$ cat src/rtl/lc3b_pkg.sv
package lc3b_pkg;

  typedef enum logic [1:0] {
    OP_WRITE = 2'd0,
    OP_READ  = 2'd1,
    OP_STEP  = 2'd2,
    OP_NONE  = 2'd3
  } cmd_t;

  localparam logic [3:0] OPC_BR   = 4'h0;
  localparam logic [3:0] OPC_ADD  = 4'h1;
  localparam logic [3:0] OPC_LDB  = 4'h2;
  localparam logic [3:0] OPC_STB  = 4'h3;
  localparam logic [3:0] OPC_JSR  = 4'h4;
  localparam logic [3:0] OPC_AND  = 4'h5;
  localparam logic [3:0] OPC_LDW  = 4'h6;
  localparam logic [3:0] OPC_STW  = 4'h7;
  localparam logic [3:0] OPC_XOR  = 4'h9;
  localparam logic [3:0] OPC_JMP  = 4'hC;
  localparam logic [3:0] OPC_SHF  = 4'hD;
  localparam logic [3:0] OPC_LEA  = 4'hE;
  localparam logic [3:0] OPC_TRAP = 4'hF;

  localparam logic [15:0] START_PC_RST = 16'h3000;

  // micro-program step addresses
  typedef enum logic [2:0] {
    UA_IDLE  = 3'd0,
    UA_FETCH = 3'd1,
    UA_EXEC  = 3'd2,
    UA_MEM   = 3'd3,
    UA_DONE  = 3'd4,
    UA_CLEAR = 3'd5
  } uaddr_t;

  typedef enum logic [1:0] {
    SEQ_NEXT = 2'd0,
    SEQ_DISP = 2'd1,
    SEQ_HOLD = 2'd2,
    SEQ_WAIT = 2'd3
  } seq_t;

  // memory address source
  typedef enum logic [1:0] {
    MA_IN = 2'd0,
    MA_PC = 2'd1,
    MA_EA = 2'd2
  } masel_t;

  typedef struct packed {
    masel_t mar_sel;
    logic   mem_rd;
    logic   ld_ir;
    logic   exec;
    logic   mem_wb;
    logic   out_ld;
    logic   clr;
    seq_t   seq;
    uaddr_t jmp;
  } uword_t;

  function automatic uword_t ucode(input uaddr_t a);
    uword_t w;
    w = '0;
    unique case (a)
      UA_IDLE:  begin w.seq = SEQ_DISP; w.jmp = UA_IDLE; end
      UA_FETCH: begin w.mar_sel = MA_PC; w.mem_rd = 1'b1; w.seq = SEQ_NEXT; end
      UA_EXEC:  begin w.ld_ir = 1'b1; w.exec = 1'b1; w.seq = SEQ_NEXT; end
      UA_MEM:   begin w.mar_sel = MA_EA; w.mem_wb = 1'b1; w.seq = SEQ_NEXT; end
      UA_DONE:  begin w.out_ld = 1'b1; w.seq = SEQ_WAIT; w.jmp = UA_IDLE; end
      UA_CLEAR: begin w.clr = 1'b1; w.seq = SEQ_HOLD; w.jmp = UA_IDLE; end
      default:  begin w.seq = SEQ_HOLD; w.jmp = UA_IDLE; end
    endcase
    return w;
  endfunction

  function automatic logic [15:0] sext(input logic [15:0] v, input int unsigned bits);
    logic [15:0] r;
    r = v;
    for (int i = 0; i < 16; i++) begin
      if (i >= bits) r[i] = v[bits - 1];
    end
    return r;
  endfunction

  function automatic logic [2:0] cc_of(input logic [15:0] v);
    logic [2:0] c;
    if (v[15]) c = 3'b100;
    else if (v == 16'h0000) c = 3'b010;
    else c = 3'b001;
    return c;
  endfunction

endpackage

$ cat src/rtl/lc3b_useq.sv
module lc3b_useq
  import lc3b_pkg::*;
(
  input  logic   clk,
  input  logic   rst_n,
  input  logic   start,
  input  uaddr_t start_ua,
  input  logic   clear_done,
  input  logic   out_free,
  output uword_t uw,
  output logic   idle
);

  uaddr_t ua_r, ua_nxt;

  always_ff @(posedge clk) begin
    if (!rst_n) begin
      ua_r <= UA_CLEAR;
    end else begin
      ua_r <= ua_nxt;
    end
  end

  always_comb begin
    uw = ucode(ua_r);
    idle = (ua_r == UA_IDLE);
    ua_nxt = ua_r;
    unique case (uw.seq)
      SEQ_NEXT: ua_nxt = uaddr_t'(ua_r + 3'd1);
      SEQ_DISP: if (start) ua_nxt = start_ua;
      SEQ_HOLD: if (clear_done) ua_nxt = uw.jmp;
      SEQ_WAIT: if (out_free) ua_nxt = uw.jmp;
      default:  ua_nxt = UA_IDLE;
    endcase
  end

endmodule

$ cat config.mk
export PLATFORM = sky130hd
export DESIGN_NAME = lc3b_useq
export DESIGN_NICKNAME = d
export VERILOG_FILES = /design/src/rtl/lc3b_pkg.sv /design/src/rtl/lc3b_useq.sv
export SDC_FILE = /design/constraint.sdc
export NUM_CORES = 1
export LEC_CHECK = 0
export BUFFER_PORTS_ARGS = -buffer_cell sky130_fd_sc_hd__buf_2
export CORE_AREA = 2 2 39 41
export DETAILED_ROUTE_END_ITERATION = 7
export DIE_AREA = 0 0 41 43
export PLACE_DENSITY_LB_ADDON = 0.08
export SYNTH_ARGS = -nofsm -noshare
export SYNTH_HDL_FRONTEND = slang
export SYNTH_SLANG_ARGS = --single-unit
$ cat constraint.sdc
create_clock -name clk -period 2.12 [get_ports clk]
set_input_delay 0.212 -clock clk [delete_from_list [all_inputs] [get_ports clk]]
set_output_delay 0.212 -clock clk [all_outputs]
set_load 0.005 [all_outputs]
# [After elaboration in Yosys (flattened, before gate mapping)]
# Cells that the tools add are included.
[word_totals] reg_bits=3 out_inout_bits=14 word_cells=28 input_bits=8
[classes] n_reduce_logical=4 mux=11 add_sub_neg=1 n_eq_ne=11
[ops] operator="$pmux 3 s4" count=1
[ops] operator="$mux 3" count=3
[ops] operator="$eq 3x2->1 const B" count=2
[ops] operator="$eq 3x3->1 const B" count=2
[ops] operator="$ne 2x2->1 const B" count=3
[ops] operator="$pmux 2 s3" count=1
[ops] operator="$eq 2x2->1 const B" count=2
[ops] operator="$mux 1" count=4
[ops] operator="$pmux 2 s2" count=1
[ops] operator="$add 3x1->3 const B" count=1
[ops] operator="$eq 3x1->1 const B" count=1
[ops] operator="$logic_not 3->1" count=1
[ops] operator="$reduce_and 3->1" count=1
[ops] operator="$reduce_or 3->1" count=1
[ops] operator="$eq 2x1->1 const B" count=1
[ops] operator="$logic_not 2->1" count=1
[ops] operator="$mux 2" count=1

# [Depth between registers and ports, before layout]
[depth] ltp_word=6 mapped_depth=6

# [Worst setup path before layout]
# No wires, ideal clock.
[synth_timing] path_type="reg-to-reg" start="register ua_r[0]" end="register ua_r[1]" slack_ns=0.378 path_stages_with_launch=7 synth_period_minus_slack_ns=1.742 n_path_buf=0 setup_time_ns=0.095 arrival_ns=1.647 required_ns=2.025 cell_sequence="dfxtp_1 -> inv_1 -> ha_1 -> or3_1 -> a21o_2 -> mux2i_1 -> a221oi_1"
[synth_between] elab_chain_len=6 word_cells_on_any_way=17
[synth_rtl] item="from (decl)" line_no="lc3b_useq.sv:14" rtl="uaddr_t ua_r, ua_nxt;"
[synth_rtl] item="from (signal assigned)" line_no="lc3b_useq.sv:20" rtl="ua_r <= ua_nxt;"
[synth_rtl] item="$eq 3x2->1 or $eq 3x1->1 (tied branches)" line_no="lc3b_pkg.sv:65" rtl="unique case (a)"
[synth_rtl] item="$reduce_or 3->1 (no line)"
[synth_rtl] item="$pmux 2 s3" line_no="lc3b_pkg.sv:65"
[synth_rtl] item="$eq 2x2->1 or $eq 2x1->1 (tied branches)" line_no="lc3b_useq.sv:28" rtl="unique case (uw.seq)"
[synth_rtl] item="$ne 2x2->1 (no line)"
[synth_rtl] item="$reduce_and 3->1 (no line)"
# Parallel ways exist; a longest one is shown, timed or not.
# A chain may end at the register's enable or synchronous reset.

==> results summary <==
In this run the worst hold path is classified as input pin to flop. Of the total power, combinational logic draws 0.676. The count of filler cells inserted in the layout is 153.

The maximum buffer depth of the clock tree is 2. The synthesized netlist cell count came out at 49. The number of failing hold endpoints at the final stage is 0.

The number of iterations in the first detailed-routing pass is 5. The per-instance average area after synthesis came out at 8.30 µm². The via count of the first global-routing pass is 327. The layout overhead on the synthesized area came out at 24.3%. The count of yosys warnings during synthesis is 0. The share of synthesized area spent on multiplexers came out at 0.0492. The highest clock frequency the design can meet is 491 MHz. The fraction of synthesized cell area in xor and xnor cells came out at 0. The CTS sink count came out at 3. The worst setup path is of the flop to output port kind. In this run the static leakage power is 0.278 nW.

The sequential fraction of the synthesis area is 0.148. The number of flip-flops and latches in the synthesized netlist came out at 3. The signal arrival time at the worst endpoint is 1.82 ns.

The complex-gate fraction of the synthesized area came to 0.234. The post-route clock period utilization is 0.960. The maximum net fanout on the critical path is 6. The DRC violations left is 0. The die boundary height came out at 43 µm.

The later pin in the worst-skew pair is clocked with a latency of 0.24 ns. The leftover overflow at the end of global routing is 0. The final count of negative-setup-slack endpoints came out at 0.

The post-route antenna net violation count came out at 0. In this run the register-to-register setup slack is 0.25 ns. The number of library cell types mapped by synthesis is 25. The overall die area came out at 1760 µm².

The fraction of layout cells with a size suffix above 1 came out at 0.403. Entering global routing, the biggest net connects 11 pins. The flow ran to the end, and the final reports show no timing, DRC or antenna violations.

The detail-routed net length per standard cell came out at 11.2 µm. The count of max-cap constraint violations is 0. The fraction of the mapped netlist area in adder cells came out at 0.185.

The power spent charging and discharging nets came out at 0.320 mW. The share of total power dissipated in sequential elements is 0.171. At the worst endpoint, the required time is 1.91 ns.

The total of hold buffers inserted after clock tree synthesis is 0. STA classifies the critical path startpoint as a flop. The maximum ir drop on the vdd rail came out at 0.553 mV.

The number of CTS-inserted buffers came out at 3. The category of the worst setup path capture point is an output port. The register clock-pin slew on the reported worst setup and hold paths came out at 0.04 ns.

The routability congestion estimate is 0.750. The core region is 1380 µm². Buffers placed on the I/O ports in this run total 18. The register with the most flip-flops is ua_r.

The iteration-0 DRC count of the detailed router is 3. The H-tree depth reported by CTS is 1. The die is 41 µm wide. At the end of the flow, the number of nets in the layout was 82. Once the clock tree was built, the resizer swapped 0 gates to a different size.

Across every metal layer, demand over resource in global routing totals 0.116. The proportion of power drawn by the clock network is 0.154. The post-DP HPWL came out at 783 µm. Using the TritonRoute via totals, the vias-per-cell ratio works out to 4.66. The final setup skew is 0.00230 ns. The internal power came out at 0.392 mW. In the final layout, the registers with the most flip-flops are ua_r x3. The initial core utilization is 0.294. The area of the mapped netlist is 407 µm².

The final wirelength is 929 µm. The number of flip-flops under the largest register name is 3. The area fraction in and, or, nand and nor cells after synthesis came out at 0.209.

The first global-routing pass estimated 1420 µm of wire. The master cell of the clock root buffer is sky130_fd_sc_hd__clkbuf_4. 22 I/O pins were placed. Setup repair after global routing left no endpoint under its margin. By area, the combinational part of the netlist is dominated by compound AO/OA/AOI/OAI gates. The final max-slew violation count was 0. The repair_antennas step left the layout with diodes totalling 0. The number of buffers inserted to repair setup after CTS is 0.

The proportion of total power due to net switching is 0.449. The number of core rows came out at 14. The total negative slack for setup checks is 0 ns. The worst slack on hold paths came out at 0.181 ns.

The number of antenna violations at the first check in global routing is 0. The detailed-route via count is 387. The power density relative to cell area came out at 1410 nW/µm². TritonCTS built the clock tree. The shortest period the worst path allows came out at 2.04 ns.
## cells in the mapped netlist, drive strengths merged
library cell,count,area [µm²]
and2b,3,26.3
a211oi,1,7.51
nand2,2,7.51
conb,1,3.75
a21oi,1,5.00
o311ai,1,8.76
dfxtp,3,60.1
or3,1,6.26
mux2i,2,20.0
a32oi,1,8.76
ha,6,75.1
o32ai,1,8.76
a21bo,1,10.0
buf,5,37.5
nand4,2,12.5
and2,1,6.26
clkbuf,1,7.51
o31ai,1,12.5
a21o,1,8.76
o2111ai,1,8.76
a221oi,1,8.76
nor2b,3,18.8
inv,6,22.5
o211ai,1,7.51
nor2,2,7.51
## logic make-up after synthesis
group / after synthesis
AOI/OAI and AO/OA: 11
adders and majority gates: 6
buffers and inverters: 12
DFF: 3
muxes: 2
other: 1
and+or+nand+nor: 14
## critical path: stages (launching register included)
cell and delay [ns]:
sky130_fd_sc_hd__dfxtp_1 0.36, sky130_fd_sc_hd__inv_1 0.11, sky130_fd_sc_hd__ha_1 0.27, sky130_fd_sc_hd__or3_1 0.40, sky130_fd_sc_hd__a21o_2 0.27, sky130_fd_sc_hd__inv_1 0.06
sky130_fd_sc_hd__buf_2 0.10
## power by group through the flow
stage | Combinational, mW | Sequential (mW) | Clock [mW]
final | 0.481 | 0.121 | 0.110
after global routing | 0.548 | 0.126 | 0.114
after CTS | 0.487 | 0.122 | 0.109
after detailed placement | 0.485 | 0.123 | 0
after global placement | 0.502 | 0.124 | 0
after floorplan | 0.363 | 0.114 | 0
## cell type report
cell class                 instances  area, µm²  share of cell area
tap                               16       20.0              0.0396
inverter                           6       22.5              0.0446
clock buffer                       4       26.3              0.0520
sequential                         3       60.1               0.119
multi-input combinational         36        287               0.567
timing repair buffer              18       90.1               0.178
## layer usage
metal	vias to the layer above	GRT usage	part of all wire
li1	202	-	-
met5	-	0	0
met4	0	0.0200	0.0043
met3	2	0.0366	0.069
met1	168	0.153	0.44
met2	15	0.181	0.49
## path summary, 6_finish.rpt
check,start,to,cells past startpoint
max,ua_r[0],uw[4],6
min,rst_n,ua_r[0],2
max reg2reg,ua_r[0],ua_r[1],6
min reg2reg,ua_r[1],ua_r[1],2
## through the flow
stage,std cells,total power [mW],instance area [µm²],util,setup slack [ns]
after floorplan,51,0.477,414,-,0.378
after global placement,79,0.625,479,0.346,0.289
after detailed placement,79,0.608,479,0.346,0.257
after CTS,83,0.718,505,0.365,0.0880
after global routing,83,0.788,505,0.365,0.00601
final,83,0.712,505,0.365,0.0849
## cell usage in the layout, fill, tap and decap left out
cell	netlist	routed
sky130_fd_sc_hd__dfxtp_1	3	3
sky130_fd_sc_hd__nor2b_1	3	3
sky130_fd_sc_hd__and2b_2	3	3
sky130_fd_sc_hd__o31ai_2	1	1
sky130_fd_sc_hd__a221oi_1	1	1
sky130_fd_sc_hd__o311ai_0	1	1
sky130_fd_sc_hd__o2111ai_1	1	1
sky130_fd_sc_hd__conb_1	1	3
sky130_fd_sc_hd__nand4_1	2	2
sky130_fd_sc_hd__buf_2	0	18
sky130_fd_sc_hd__a21o_2	1	1
sky130_fd_sc_hd__a21bo_2	1	1
sky130_fd_sc_hd__o32ai_1	1	1
sky130_fd_sc_hd__nor2_1	2	2
sky130_fd_sc_hd__clkbuf_4	1	3
sky130_fd_sc_hd__and2_1	1	1
sky130_fd_sc_hd__nand2_1	2	2
sky130_fd_sc_hd__clkbuf_1	0	1
sky130_fd_sc_hd__inv_1	6	6
sky130_fd_sc_hd__mux2i_1	2	2
sky130_fd_sc_hd__ha_1	6	6
sky130_fd_sc_hd__or3_1	1	1
sky130_fd_sc_hd__a21oi_1	1	1
sky130_fd_sc_hd__a32oi_1	1	1
sky130_fd_sc_hd__o211ai_1	1	1
sky130_fd_sc_hd__a211oi_1	1	1
No activity file was read; power rests on OpenSTA's default activity.
